==> config.mk <==
export PLATFORM = sky130hd
export DESIGN_NAME = lidar_velocity_obstacle_limiter_core
export DESIGN_NICKNAME = d
export VERILOG_FILES = /design/src/rtl/lvol_pkg.sv /design/src/rtl/lidar_velocity_obstacle_limiter_core.sv
export SDC_FILE = /design/constraint.sdc
export NUM_CORES = 2
export LEC_CHECK = 0
export ABC_CLOCK_PERIOD_IN_PS = 15600
export BUFFER_PORTS_ARGS = -buffer_cell sky130_fd_sc_hd__buf_2
export CAP_MARGIN = 20
export CORE_ASPECT_RATIO = 1.1
export CORE_MARGIN = 2
export CORE_UTILIZATION = 55
export CTS_CLUSTER_DIAMETER = 200
export DETAILED_ROUTE_END_ITERATION = 12
export PLACE_DENSITY = 0.77
export SETUP_SLACK_MARGIN = 0.15
export SYNTH_ARGS = -nofsm -noshare
export SYNTH_HDL_FRONTEND = slang
export SYNTH_SLANG_ARGS = --single-unit
==> constraint.sdc <==
create_clock -name clk -period 15.6 [get_ports clk]
set_input_delay 1.56 -clock clk [delete_from_list [all_inputs] [get_ports clk]]
set_output_delay 1.56 -clock clk [all_outputs]
set_load 0.01 [all_outputs]
==> src/rtl/lvol_pkg.sv <==
package lvol_pkg;

  localparam int unsigned MaxBeamsDefault = 1024;

  localparam logic [15:0] SafeReset  = 16'd1280;
  localparam logic [15:0] TolReset   = 16'd128;
  localparam logic [15:0] StartReset = 16'd0;
  localparam logic [15:0] StepReset  = 16'd182;
  localparam logic [15:0] LowerReset = 16'd0;
  localparam logic [15:0] UpperReset = 16'd65535;

  localparam logic [2:0] RegSafe  = 3'd0;
  localparam logic [2:0] RegTol   = 3'd1;
  localparam logic [2:0] RegStart = 3'd2;
  localparam logic [2:0] RegStep  = 3'd3;
  localparam logic [2:0] RegLower = 3'd4;
  localparam logic [2:0] RegUpper = 3'd5;

  // arctan table, 2^24 per turn
  function automatic logic signed [24:0] atan_lut(input logic [3:0] i);
    case (i)
      4'd0:    atan_lut = 25'sd2097152;
      4'd1:    atan_lut = 25'sd1238021;
      4'd2:    atan_lut = 25'sd654136;
      4'd3:    atan_lut = 25'sd332050;
      4'd4:    atan_lut = 25'sd166669;
      4'd5:    atan_lut = 25'sd83416;
      4'd6:    atan_lut = 25'sd41718;
      4'd7:    atan_lut = 25'sd20860;
      4'd8:    atan_lut = 25'sd10430;
      4'd9:    atan_lut = 25'sd5215;
      4'd10:   atan_lut = 25'sd2608;
      4'd11:   atan_lut = 25'sd1304;
      4'd12:   atan_lut = 25'sd652;
      4'd13:   atan_lut = 25'sd326;
      4'd14:   atan_lut = 25'sd163;
      default: atan_lut = 25'sd81;
    endcase
  endfunction

endpackage

==> src/rtl/lidar_velocity_obstacle_limiter_core.sv <==
// one range sample per input word. the first word of a scan (tuser set) loads the
// reference velocity and heading, the word with tlast set leaves the limited velocity
// in the output register. a word is taken in the idle state; it then goes through the
// beam offset (bit-serial multiply of beam index by angle step), one cordic setup step
// and 16 iterations, the projection and correction steps on one shared 18x36
// multiplier, and one update step; only after that is a new word taken. a finished result
// waits in the output register while the next word is already worked on; only when a
// second result is ready before the first has left does the update step stall.
// a sample outside (range_lower, range_upper) still goes through the same steps but
// leaves the velocity unlimited; it advances the beam counter.
module lidar_velocity_obstacle_limiter_core #(
  parameter int unsigned MAX_BEAMS = lvol_pkg::MaxBeamsDefault
) (
  input  logic        clk,
  input  logic        rst,
  input  logic        s_tvalid,
  output logic        s_tready,
  input  logic [63:0] s_tdata,   // ref_vx, ref_vy, heading, range_sample
  input  logic        s_tuser,   // scan_start
  input  logic        s_tlast,   // scan_end
  output logic        m_tvalid,
  input  logic        m_tready,
  output logic [31:0] m_tdata,   // out_vx, out_vy
  output logic        m_tuser,   // stopped
  input  logic        psel,
  input  logic        penable,
  input  logic        pwrite,
  input  logic [4:0]  paddr,
  input  logic [31:0] pwdata,
  output logic [31:0] prdata,
  output logic        pready
);

  localparam int IW = (MAX_BEAMS > 1) ? $clog2(MAX_BEAMS) : 1;

  typedef enum logic [5:0] {
    S_IDLE = 6'b000001,
    S_OFFS = 6'b000010,
    S_CORD = 6'b000100,
    S_PROJ = 6'b001000,
    S_CORR = 6'b010000,
    S_UPD  = 6'b100000
  } state_t;

  state_t state;
  logic [15:0] safe, tol, astart, astep, lower, upper;
  logic signed [15:0] vel_x, vel_y;
  logic [15:0] yaw_held;
  logic [IW-1:0] beam_index;
  logic stop_flag;

  logic [15:0] r;
  logic end_f, valid_f;
  logic [3:0] cnt;
  logic [15:0] off, step_sh;
  logic [IW-1:0] idx_sh;
  logic signed [17:0] cx, cy;
  logic signed [24:0] cz;
  logic flip;
  logic flip_done;
  logic [IW-1:0] idx_now;
  logic signed [17:0] cc, ss;
  logic [16:0] mrg;
  logic signed [35:0] prod_a;
  logic signed [37:0] p;
  logic signed [39:0] d;
  logic [1:0] sub;

  assign pready = 1'b1;
  wire wr = psel & penable & pwrite;
  wire [2:0] ra = paddr[4:2];

  always_comb begin
    case (ra)
      lvol_pkg::RegSafe:  prdata = {16'd0, safe};
      lvol_pkg::RegTol:   prdata = {16'd0, tol};
      lvol_pkg::RegStart: prdata = {16'd0, astart};
      lvol_pkg::RegStep:  prdata = {16'd0, astep};
      lvol_pkg::RegLower: prdata = {16'd0, lower};
      lvol_pkg::RegUpper: prdata = {16'd0, upper};
      default:            prdata = 32'd0;
    endcase
  end

  wire acc = s_tvalid & s_tready;
  assign s_tready = (state == S_IDLE);
  wire [15:0] rin = s_tdata[63:48];
  wire start = s_tuser;

  // result goes out unless the previous one is still waiting
  wire out_load = (state == S_UPD) && end_f && (!m_tvalid || m_tready);
  wire upd_stall = (state == S_UPD) && end_f && m_tvalid && !m_tready;

  // shared multiplier
  logic signed [17:0] mul_a;
  logic signed [35:0] mul_b;
  logic signed [53:0] mul_y;
  assign mul_y = mul_a * mul_b;

  logic signed [17:0] cx_sh, cy_sh;
  assign cx_sh = cx >>> cnt;
  assign cy_sh = cy >>> cnt;

  logic [15:0] theta;
  assign theta = yaw_held - off;

  wire signed [53:0] rnd = mul_y + 54'sd134217728;
  wire signed [26:0] corr = 27'(rnd >>> 28);

  always_comb begin
    mul_a = cc;
    mul_b = 36'(vel_x);
    case (sub)
      2'd0: begin mul_a = cc; mul_b = 36'(vel_x); end
      2'd1: begin mul_a = ss; mul_b = 36'(vel_y); end
      2'd2: begin mul_a = cc; mul_b = d[35:0]; end
      default: begin mul_a = ss; mul_b = d[35:0]; end
    endcase
    if (state == S_PROJ && sub == 2'd2) begin
      mul_a = 18'(signed'({1'b0, tol}));
      mul_b = 36'(signed'({1'b0, mrg}));
    end else if (state == S_PROJ && sub == 2'd3) begin
      mul_a = cc;
      mul_b = 36'(vel_x);
    end
  end

  function automatic logic signed [15:0] sat(input logic signed [27:0] v);
    if (v > 28'sd32767) sat = 16'sh7fff;
    else if (v < -28'sd32768) sat = -16'sh8000;
    else sat = v[15:0];
  endfunction

  always_ff @(posedge clk) begin
    if (rst) begin
      state <= S_IDLE;
      safe <= lvol_pkg::SafeReset; tol <= lvol_pkg::TolReset;
      astart <= lvol_pkg::StartReset; astep <= lvol_pkg::StepReset;
      lower <= lvol_pkg::LowerReset; upper <= lvol_pkg::UpperReset;
      vel_x <= '0; vel_y <= '0; yaw_held <= '0; beam_index <= '0; stop_flag <= 1'b0;
      flip_done <= 1'b0;
      m_tvalid <= 1'b0;
    end else begin
      if (wr) begin
        case (ra)
          lvol_pkg::RegSafe:  safe   <= pwdata[15:0];
          lvol_pkg::RegTol:   tol    <= pwdata[15:0];
          lvol_pkg::RegStart: astart <= pwdata[15:0];
          lvol_pkg::RegStep:  astep  <= pwdata[15:0];
          lvol_pkg::RegLower: lower  <= pwdata[15:0];
          lvol_pkg::RegUpper: upper  <= pwdata[15:0];
          default: ;
        endcase
      end
      if (out_load) begin
        m_tvalid <= 1'b1;
        m_tdata <= stop_flag ? 32'd0 : {vel_y, vel_x};
        m_tuser <= stop_flag;
      end else if (m_tvalid && m_tready) begin
        m_tvalid <= 1'b0;
      end
      case (state)
        S_IDLE: if (acc) begin
          if (start) begin
            vel_x <= s_tdata[15:0]; vel_y <= s_tdata[31:16];
            yaw_held <= s_tdata[47:32]; stop_flag <= 1'b0;
          end
          idx_sh <= start ? '0 : beam_index;
          r <= rin; end_f <= s_tlast;
          valid_f <= (rin > lower) && (rin < upper);
          off <= astart; step_sh <= astep; cnt <= '0;
          state <= S_OFFS;
        end
        S_OFFS: begin
          // bit-serial index times step
          if (idx_sh[0]) off <= off + step_sh;
          idx_sh <= idx_sh >> 1;
          step_sh <= step_sh << 1;
          cnt <= cnt + 4'd1;
          if (32'(cnt) == IW - 1 || cnt == 4'd15) begin
            cnt <= '0;
            state <= S_CORD;
            mrg <= (r >= safe) ? 17'(r - safe) : 17'(safe - r);
          end
        end
        S_CORD: begin
          if (cnt == 4'd0 && !flip_done) begin
            flip <= (16'(theta + 16'd16384)) >= 16'd32768;
            cz <= 25'(signed'(theta + ((16'(theta + 16'd16384) >= 16'd32768) ?
                  16'd32768 : 16'd0))) * 25'sd256;
            cx <= 18'sd9949; cy <= '0;
            flip_done <= 1'b1;
          end else begin
            if (cz >= 0) begin
              cx <= cx - cy_sh; cy <= cy + cx_sh; cz <= cz - lvol_pkg::atan_lut(cnt);
            end else begin
              cx <= cx + cy_sh; cy <= cy - cx_sh; cz <= cz + lvol_pkg::atan_lut(cnt);
            end
            cnt <= cnt + 4'd1;
            if (cnt == 4'd15) begin
              state <= S_PROJ; sub <= 2'd0; flip_done <= 1'b0;
            end
          end
        end
        S_PROJ: begin
          if (sub == 2'd0) begin
            cc <= flip ? -cx : cx; ss <= flip ? -cy : cy;
            sub <= 2'd3;
          end else if (sub == 2'd3) begin
            prod_a <= 36'(mul_y); sub <= 2'd1;
          end else if (sub == 2'd1) begin
            p <= 38'(prod_a) + 38'(mul_y); sub <= 2'd2;
          end else begin
            d <= 40'(p) - 40'(signed'({1'b0, mul_y[32:0], 6'd0}));
            state <= S_CORR; sub <= 2'd2;
          end
        end
        S_CORR: begin
          if (sub == 2'd2) begin
            prod_a <= 36'(corr); sub <= 2'd3;
          end else begin
            state <= S_UPD;
            if (valid_f) begin
              if (mrg == 17'd0) begin
                if (p > 0) stop_flag <= 1'b1;
              end else if (!d[39]) begin
                vel_x <= sat(28'(vel_x) - 28'(prod_a));
                vel_y <= sat(28'(vel_y) - 28'(corr));
              end
            end
          end
        end
        S_UPD: begin
          if (!upd_stall) begin
            beam_index <= (32'(idx_now) + 1 >= MAX_BEAMS) ? '0 : idx_now + 1'b1;
            state <= S_IDLE;
          end
        end
        default: state <= S_IDLE;
      endcase
    end
  end

  always_ff @(posedge clk) if (acc) idx_now <= start ? '0 : beam_index;

  a_out_only_on_end: assert property (@(posedge clk) disable iff (rst)
    $rose(m_tvalid) |-> $past(state == S_UPD) && $past(end_f)) else $error("bad emit");
  a_no_accept_busy: assert property (@(posedge clk) disable iff (rst)
    (state != S_IDLE) |-> !s_tready) else $error("accept while busy");
  a_stop_zero: assert property (@(posedge clk) disable iff (rst)
    m_tvalid && m_tuser |-> m_tdata == 32'd0) else $error("stopped not zero");

endmodule

# Word-level counts from Yosys, hierarchy flattened

Memories as Yosys holds them, arrays and structs flattened. A register that Yosys moved wholly into a read port is not among the register bits.
Index checks and enable logic that the tools add are counted.

Register bits after elaboration: 501
Latch bits: 0
Bits in writable memories: 0
ROM bits: 704
Input port bits: 110
Logic and storage cells: 254
Memories kept: 2

Add/subtract/negate cells: 22
Multiply operators: 1
Div/mod/pow operators: 0
Magnitude comparators: 11
Eq/ne operators: 34
Shifts and indexed selects: 2
Mux-type cells: 87
Bitwise gates (word level): 8
Reduce and logical (&&, ||, !) cells: 51

Memory list:

| name             | words | width | read ports | clocked after Yosys merged registers in | write ports | RTL line       | text |
|---|---|---|---|---|---|---|---|
| (name not given) | 16    | 22    | 1          | 1                                       | 0           | lvol_pkg.sv:21 | `case (i)` |
| (name not given) | 16    | 22    | 1          | 1                                       | 0           | lvol_pkg.sv:21 |  |

Operators by type and width:

| operator               | count |
|---|---|
| $mux 16                | 20 |
| $mux 25                | 10 |
| $mux 36                | 5 |
| $pmux 36 s2            | 2 |
| $pmux 16 s2            | 4 |
| $mux 18                | 7 |
| $pmux 16 s6            | 1 |
| $add 54x29->54 const B | 1 |
| $mul 18x36->54         | 1 |
| $mux 6                 | 9 |
| $sub 38x40->40         | 1 |
| $add 36x38->38         | 1 |
| $gt 38x1->1 const B    | 1 |
| $add 18x18->18         | 2 |
| $neg 18->18            | 2 |
| $pmux 6 s6             | 1 |
| $sshr 18x4->18         | 2 |
| $sub 18x18->18         | 2 |
| $sub 16x16->17         | 2 |
| $add 16x16->16         | 2 |
| $mux 10                | 3 |
| $ne 2x2->1 const B     | 15 |
| $gt 28x16->1 const B   | 1 |
| $lt 28x16->1 const B   | 1 |
| other kinds (56)       | 120 |

# Depth between registers and ports, before layout

Depth in word-level cells: 16
Gate-level depth with buffers: 56

# Least setup slack after synthesis

No wires, ideal clock.

Kind: reg2reg
Start point: reg state[5]
End point: reg vel_y[2]
Setup time: 0.074 ns
Arrival time: 12.246 ns
Setup slack: 3.280 ns
Cell stages (with the launch flop): 50
Path through: dfxtp_1 -> or4_1 -> nor3b_1 -> nand2_1 -> nand2_1 -> nor2_1 -> clkbuf_1 -> mux2i_1 -> o21ai_1 -> clkbuf_1 -> nand2_1 -> fa_1 -> inv_1 -> fa_1 -> fa_1 -> fa_1 -> fa_1 -> inv_1 -> (+14 left out) -> clkbuf_1 -> xnor2_1 -> ha_1 -> a21o_1 -> a21o_1 -> a41oi_1 -> nand2b_1 -> a31oi_2 -> o31a_1 -> a21oi_2 -> o41ai_2 -> a211oi_1 -> or4_1 -> a21o_1 -> o41ai_4 -> buf_6 -> nand2_1 -> a31oi_1

Word-level cells in the longest chain between the ends: 15

RTL lines:

| what                               | RTL line                                                                                 | text |
|---|---|---|
| start, declared                    | lidar_velocity_obstacle_limiter_core.sv:45                                               | `state_t state;` |
| start signal, assigned             | lidar_velocity_obstacle_limiter_core.sv:136                                              | `state <= S_IDLE;` |
| start signal, assigned             | lidar_velocity_obstacle_limiter_core.sv:172                                              | `state <= S_OFFS;` |
| start signal, assigned             | lidar_velocity_obstacle_limiter_core.sv:182                                              | `state <= S_CORD;` |
| $eq 6x4->1                         | lidar_velocity_obstacle_limiter_core.sv:119, lidar_velocity_obstacle_limiter_core.sv:122 |  |
| $logic_and 1x1->1                  | lidar_velocity_obstacle_limiter_core.sv:122                                              | `end else if (state == S_PROJ && sub == 2'd3) begin` |
| $mux 18 or $mux 36 (tied branches) | lidar_velocity_obstacle_limiter_core.sv:122                                              |  |
| $mux 18 or $mux 36 (tied branches) | lidar_velocity_obstacle_limiter_core.sv:119                                              | `if (state == S_PROJ && sub == 2'd2) begin` |
| $mul 18x36->54                     | lidar_velocity_obstacle_limiter_core.sv:98                                               | `assign mul_y = mul_a * mul_b;` |
| $add 54x29->54                     | lidar_velocity_obstacle_limiter_core.sv:107                                              | `wire signed [53:0] rnd = mul_y + 54'sd134217728;` |
| $sub 16x26->27                     | lidar_velocity_obstacle_limiter_core.sv:228                                              | `vel_y <= sat(28'(vel_y) - 28'(corr));` |
| $lt 27x16->1                       | lidar_velocity_obstacle_limiter_core.sv:130                                              | `else if (v < -28'sd32768) sat = -16'sh8000;` |
| $mux 16                            | lidar_velocity_obstacle_limiter_core.sv:130                                              |  |
| $mux 16                            | lidar_velocity_obstacle_limiter_core.sv:129                                              | `if (v > 28'sd32767) sat = 16'sh7fff;` |
| $mux 16                            | lidar_velocity_obstacle_limiter_core.sv:226                                              | `end else if (!d[39]) begin` |
| $mux 16                            | lidar_velocity_obstacle_limiter_core.sv:224                                              | `if (mrg == 17'd0) begin` |
| $mux 16                            | lidar_velocity_obstacle_limiter_core.sv:223                                              | `if (valid_f) begin` |
| $mux 16                            | lidar_velocity_obstacle_limiter_core.sv:219                                              | `if (sub == 2'd2) begin` |
| $pmux 16 s2                        | lidar_velocity_obstacle_limiter_core.sv:162                                              | `case (state)` |
| end signal, assigned               | lidar_velocity_obstacle_limiter_core.sv:165                                              | `vel_x <= s_tdata[15:0]; vel_y <= s_tdata[31:16];` |
| end signal, assigned               | lidar_velocity_obstacle_limiter_core.sv:228                                              |  |
| end, declared                      | lidar_velocity_obstacle_limiter_core.sv:47                                               | `logic signed [15:0] vel_x, vel_y;` |

Parallel ways exist; a longest one is shown, timed or not. The select of a mux whose other input is x is not followed.
A chain may end at the register's enable or synchronous reset.

# Final worst setup path

Start point: reg state[5]
End point: reg vel_y[14]

Same word-level chain as after synthesis.

==> summary.txt <==
Critical path
  – Worst Setup EP: vel_y[14]$_SDFFE_PP0P_
  – Critical Path Slowest Stage Cell: o41ai_4
  – Delay of the slowest cell on the worst path: 0.76 ns
  – WP data required: 16.18 ns
  – Data arrival time of the critical path: 15.39 ns
  – Start point of the critical path: state[5]$_SDFFE_PP0P_
  – Capture point of the worst reg-to-reg path: vel_y[14]$_SDFFE_PP0P_
  – Minimum setup slack among reg-to-reg paths: 0.79 ns
  – Worst Path Max Fanout: 29
  – Sort of element at the end of the critical path: flip-flop
  – Most common cell type on the critical path: fa_1
  – FF-to-FF Start: state[5]$_SDFFE_PP0P_
  – Crit Path Class: reg2reg
  – Startpoint kind of the worst setup timing path: flip-flop
  – Reg2reg path depth: 47

Placement
  – Count of input and output buffers: 142
  – Post-placement cell area: 60800 um^2
  – Routability Congestion: 1.03
  – Estimated wirelength of the detail-placed design: 137000 um
  – Post-placement cell count: 8038

Die
  – Standard-cell row count: 125
  – Core Box Area: 106000 um^2
  – Die width: 315 um
  – Die extent in y: 346 um
  – Initial cell density of the core: 0.555
  – IO Pins: 178
  – Floorplan die area: 109000 um^2

Yosys
  – Count of mapped cells out of synthesis: 6683
  – Average instance area after synthesis: 8.78 um^2
  – Post-synth design cell area: 58600 um^2
  – Seq/Total Area, Yosys: 0.235
  – Library cells used by synthesis: 111
  – Predominant post-synthesis flop cell: edfxtp_1
  – Async set-or-reset flop fraction in the synthesized netlist: 0
  – Synthesis warning total: 0
  – FF+latch count, synth: 520
  – Number of flops mapped to enable cells by yosys: 335

Finish
  – Layout cells sized above 1: 0.0749
  – Commonest non-fill, non-tap cell in the layout: inv_1
  – Synthesis-to-finish area growth: 7.14%
  – NumNets Final: 7856
  – Post-route cell area: 62800 um^2
  – Most used cells in the layout excluding fill and tap cells: inv_1 (933), nand2_1 (919), fa_1 (629), nor2_1 (531), ha_1 (413)
  – Final non-filler cell total: 8153

Global routing
  – Global-route wire length before repair: 268000 um
  – Number of global-route vias before repair: 48.9k
  – Pin count of the biggest net entering global routing: 65
  – Total grt overflow: 0
  – GR Util All Layers: 0.315
  – Antenna violations before repair: 7

CTS
  – TritonCTS clock tree: built
  – Sinks on the clock net: 520
  – Number of instances resized during post-cts repair: 0
  – Root Driver: clkbuf_16
  – Clock slew at the register clock pins of the worst setup and hold paths: 0.06 ns
  – Number of H-tree levels: 2
  – Clock latency on the worst-skew pair: 0.65 ns
  – Post-CTS setup-driven buffer insertion count: 0
  – Number of hold-repair buffers added at the cts stage: 0
  – Maximum clock insertion buffer count: 3
  – Number of buffers created by CTS: 58

Routing
  – Detail-routed via count per cell: 5.95
  – Pre-Repair DR Iteration Count: 6
  – Total number of vias: 48.5k
  – DRC marker count from the first detailed-route iteration: 4157
  – Post-route DRC: 0
  – Detailed-route wire length per cell: 21.2 um
  – Post-detailed-route count of antenna-violating nets: 0
  – Drt total wl: 172000 um

STA
  – Min Clock Period, post-route: 14.81 ns
  – Relative slew margins: 0.205
  – Unrepaired setup endpoints after global routing: no
  – Count of endpoints failing setup in the final report: 0
  – Final max-slew violation count: 0
  – Period utilization: 0.950
  – Number of hold violations in the final report: 0
  – Transition time at the pin with the least slew margin: 1.18 ns
  – Fin Clk Skew: 0.0382 ns
  – Maximum clock frequency: 67.5 MHz
  – Worst hold margin: 0.458 ns
  – Setup tns final: 0 ns

Power and ir drop
  – Worst supply voltage drop on vdd: 257 uV
  – Power density normalized to cell area: 210 nW/um^2
  – Static leakage: 28.3 nW
  – Total Power Consumption: 13.2 mW

Outcome
  – Result of the run: finished clean

Worst hold path
  – Hold Crit Class: reg2reg

Run
  – Max Cap Viol: 0
## final cells by class
| type | count | area [um^2] |
|---|---|---|
| Antenna cell | 2 | 5.00 |
| Clock buffer | 76 | 1660 |
| Fill cell | 9094 | 42900 |
| Tap cell | 1397 | 1750 |
| Sequential cell | 520 | 13800 |
| Clock inverter | 34 | 283 |
| Multi-Input combinational cell | 4938 | 40300 |
| Inverter | 936 | 3510 |
| Timing Repair Buffer | 250 | 1530 |
## logic make-up after synthesis
kind of cell | Yosys count | share of synthesized area
buffers and inverters | 1240 | 0.0810
AO/OA/AOI/OAI | 1336 | 0.146
multiplexers | 115 | 0.0234
AND/OR/NAND/NOR | 2084 | 0.160
XOR/XNOR | 343 | 0.0519
flip-flops | 520 | 0.235
adder cells (fa/ha/maj) | 1043 | 0.303
other | 2 | 0.000128
## how the worst min path moves through the flow
stage,startpoint,endpoint,cells after the start
after floorplan,p[3]$_DFFE_PP_,d[3]$_DFFE_PP_,0
after global placement,beam_index[1]$_SDFFE_PP0P_,beam_index[1]$_SDFFE_PP0P_,2
after detailed placement,yaw_held[0]$_SDFFE_PP0P_,yaw_held[0]$_SDFFE_PP0P_,2
after CTS,yaw_held[0]$_SDFFE_PP0P_,yaw_held[0]$_SDFFE_PP0P_,2
after global routing,p[1]$_DFFE_PP_,d[1]$_DFFE_PP_,0
final,yaw_held[0]$_SDFFE_PP0P_,yaw_held[0]$_SDFFE_PP0P_,2
## where the power goes
group	internal, mW	switching, mW
clock network	0.816	0.587
registers	1.92	0.0898
logic	3.70	6.05
## registers in the layout, summed over array words and instances (netlist names), 17 cells and up, named ones only
name     cells
p           38
d           37
prod_a      36
m_tdata     32
cz          25
cc          18
cx          18
cy          18
ss          18
mrg         17
## through the flow
| step | util | setup WS (ns) |
|---|---|---|
| floorplan | - | 3.28 |
| global placement | 0.575 | 0.814 |
| detailed placement | 0.576 | 0.710 |
| CTS | 0.594 | 0.609 |
| global route | 0.594 | 0.148 |
| finish | 0.594 | 0.785 |
## worst max-delay path: cells and delay by family, from the launching register on
family                   cells  cell delay (ns)
AO/OA/AOI/OAI               18             4.22
adder cells (fa/ha/maj)      9             4.13
AND/OR/NAND/NOR             15             3.80
buffers and inverters        3             1.19
XOR/XNOR                     2             1.00
flip-flops                   1             0.35
## synth_stat cells (45+ instances only)
master    instances  share of area
xor2_1          102          0.015
mux2i_1          53         0.0090
ha_1            413          0.088
or3_1            45         0.0048
xnor2_1         236          0.035
o21ai_0         298          0.025
mux2_2           48         0.0092
fa_1            629           0.21
o21a_1           59         0.0076
nand3_1          94         0.0080
inv_1           933          0.060
nor2b_1          96          0.010
a22oi_1          81          0.010
a21oi_1         373          0.032
nor3_1           88         0.0075
a21o_1          150          0.019
nand2b_1         52         0.0055
o21bai_1         51         0.0065
edfxtp_1        335           0.17
dfxtp_1         185          0.063
nand2_1         921          0.059
nor2_1          533          0.034
clkbuf_1        250          0.016
## layer usage
layer	share of wire	vias up	global-route usage	wire length, um
li1	-	22201	-	-
met1	0.37	23657	0.385	64500
met3	0.085	490	0.0600	14600
met4	0.072	14	0.193	12400
met5	0.00054	-	0	93
met2	0.47	2140	0.514	80800
(Power assumes the default switching activity.)
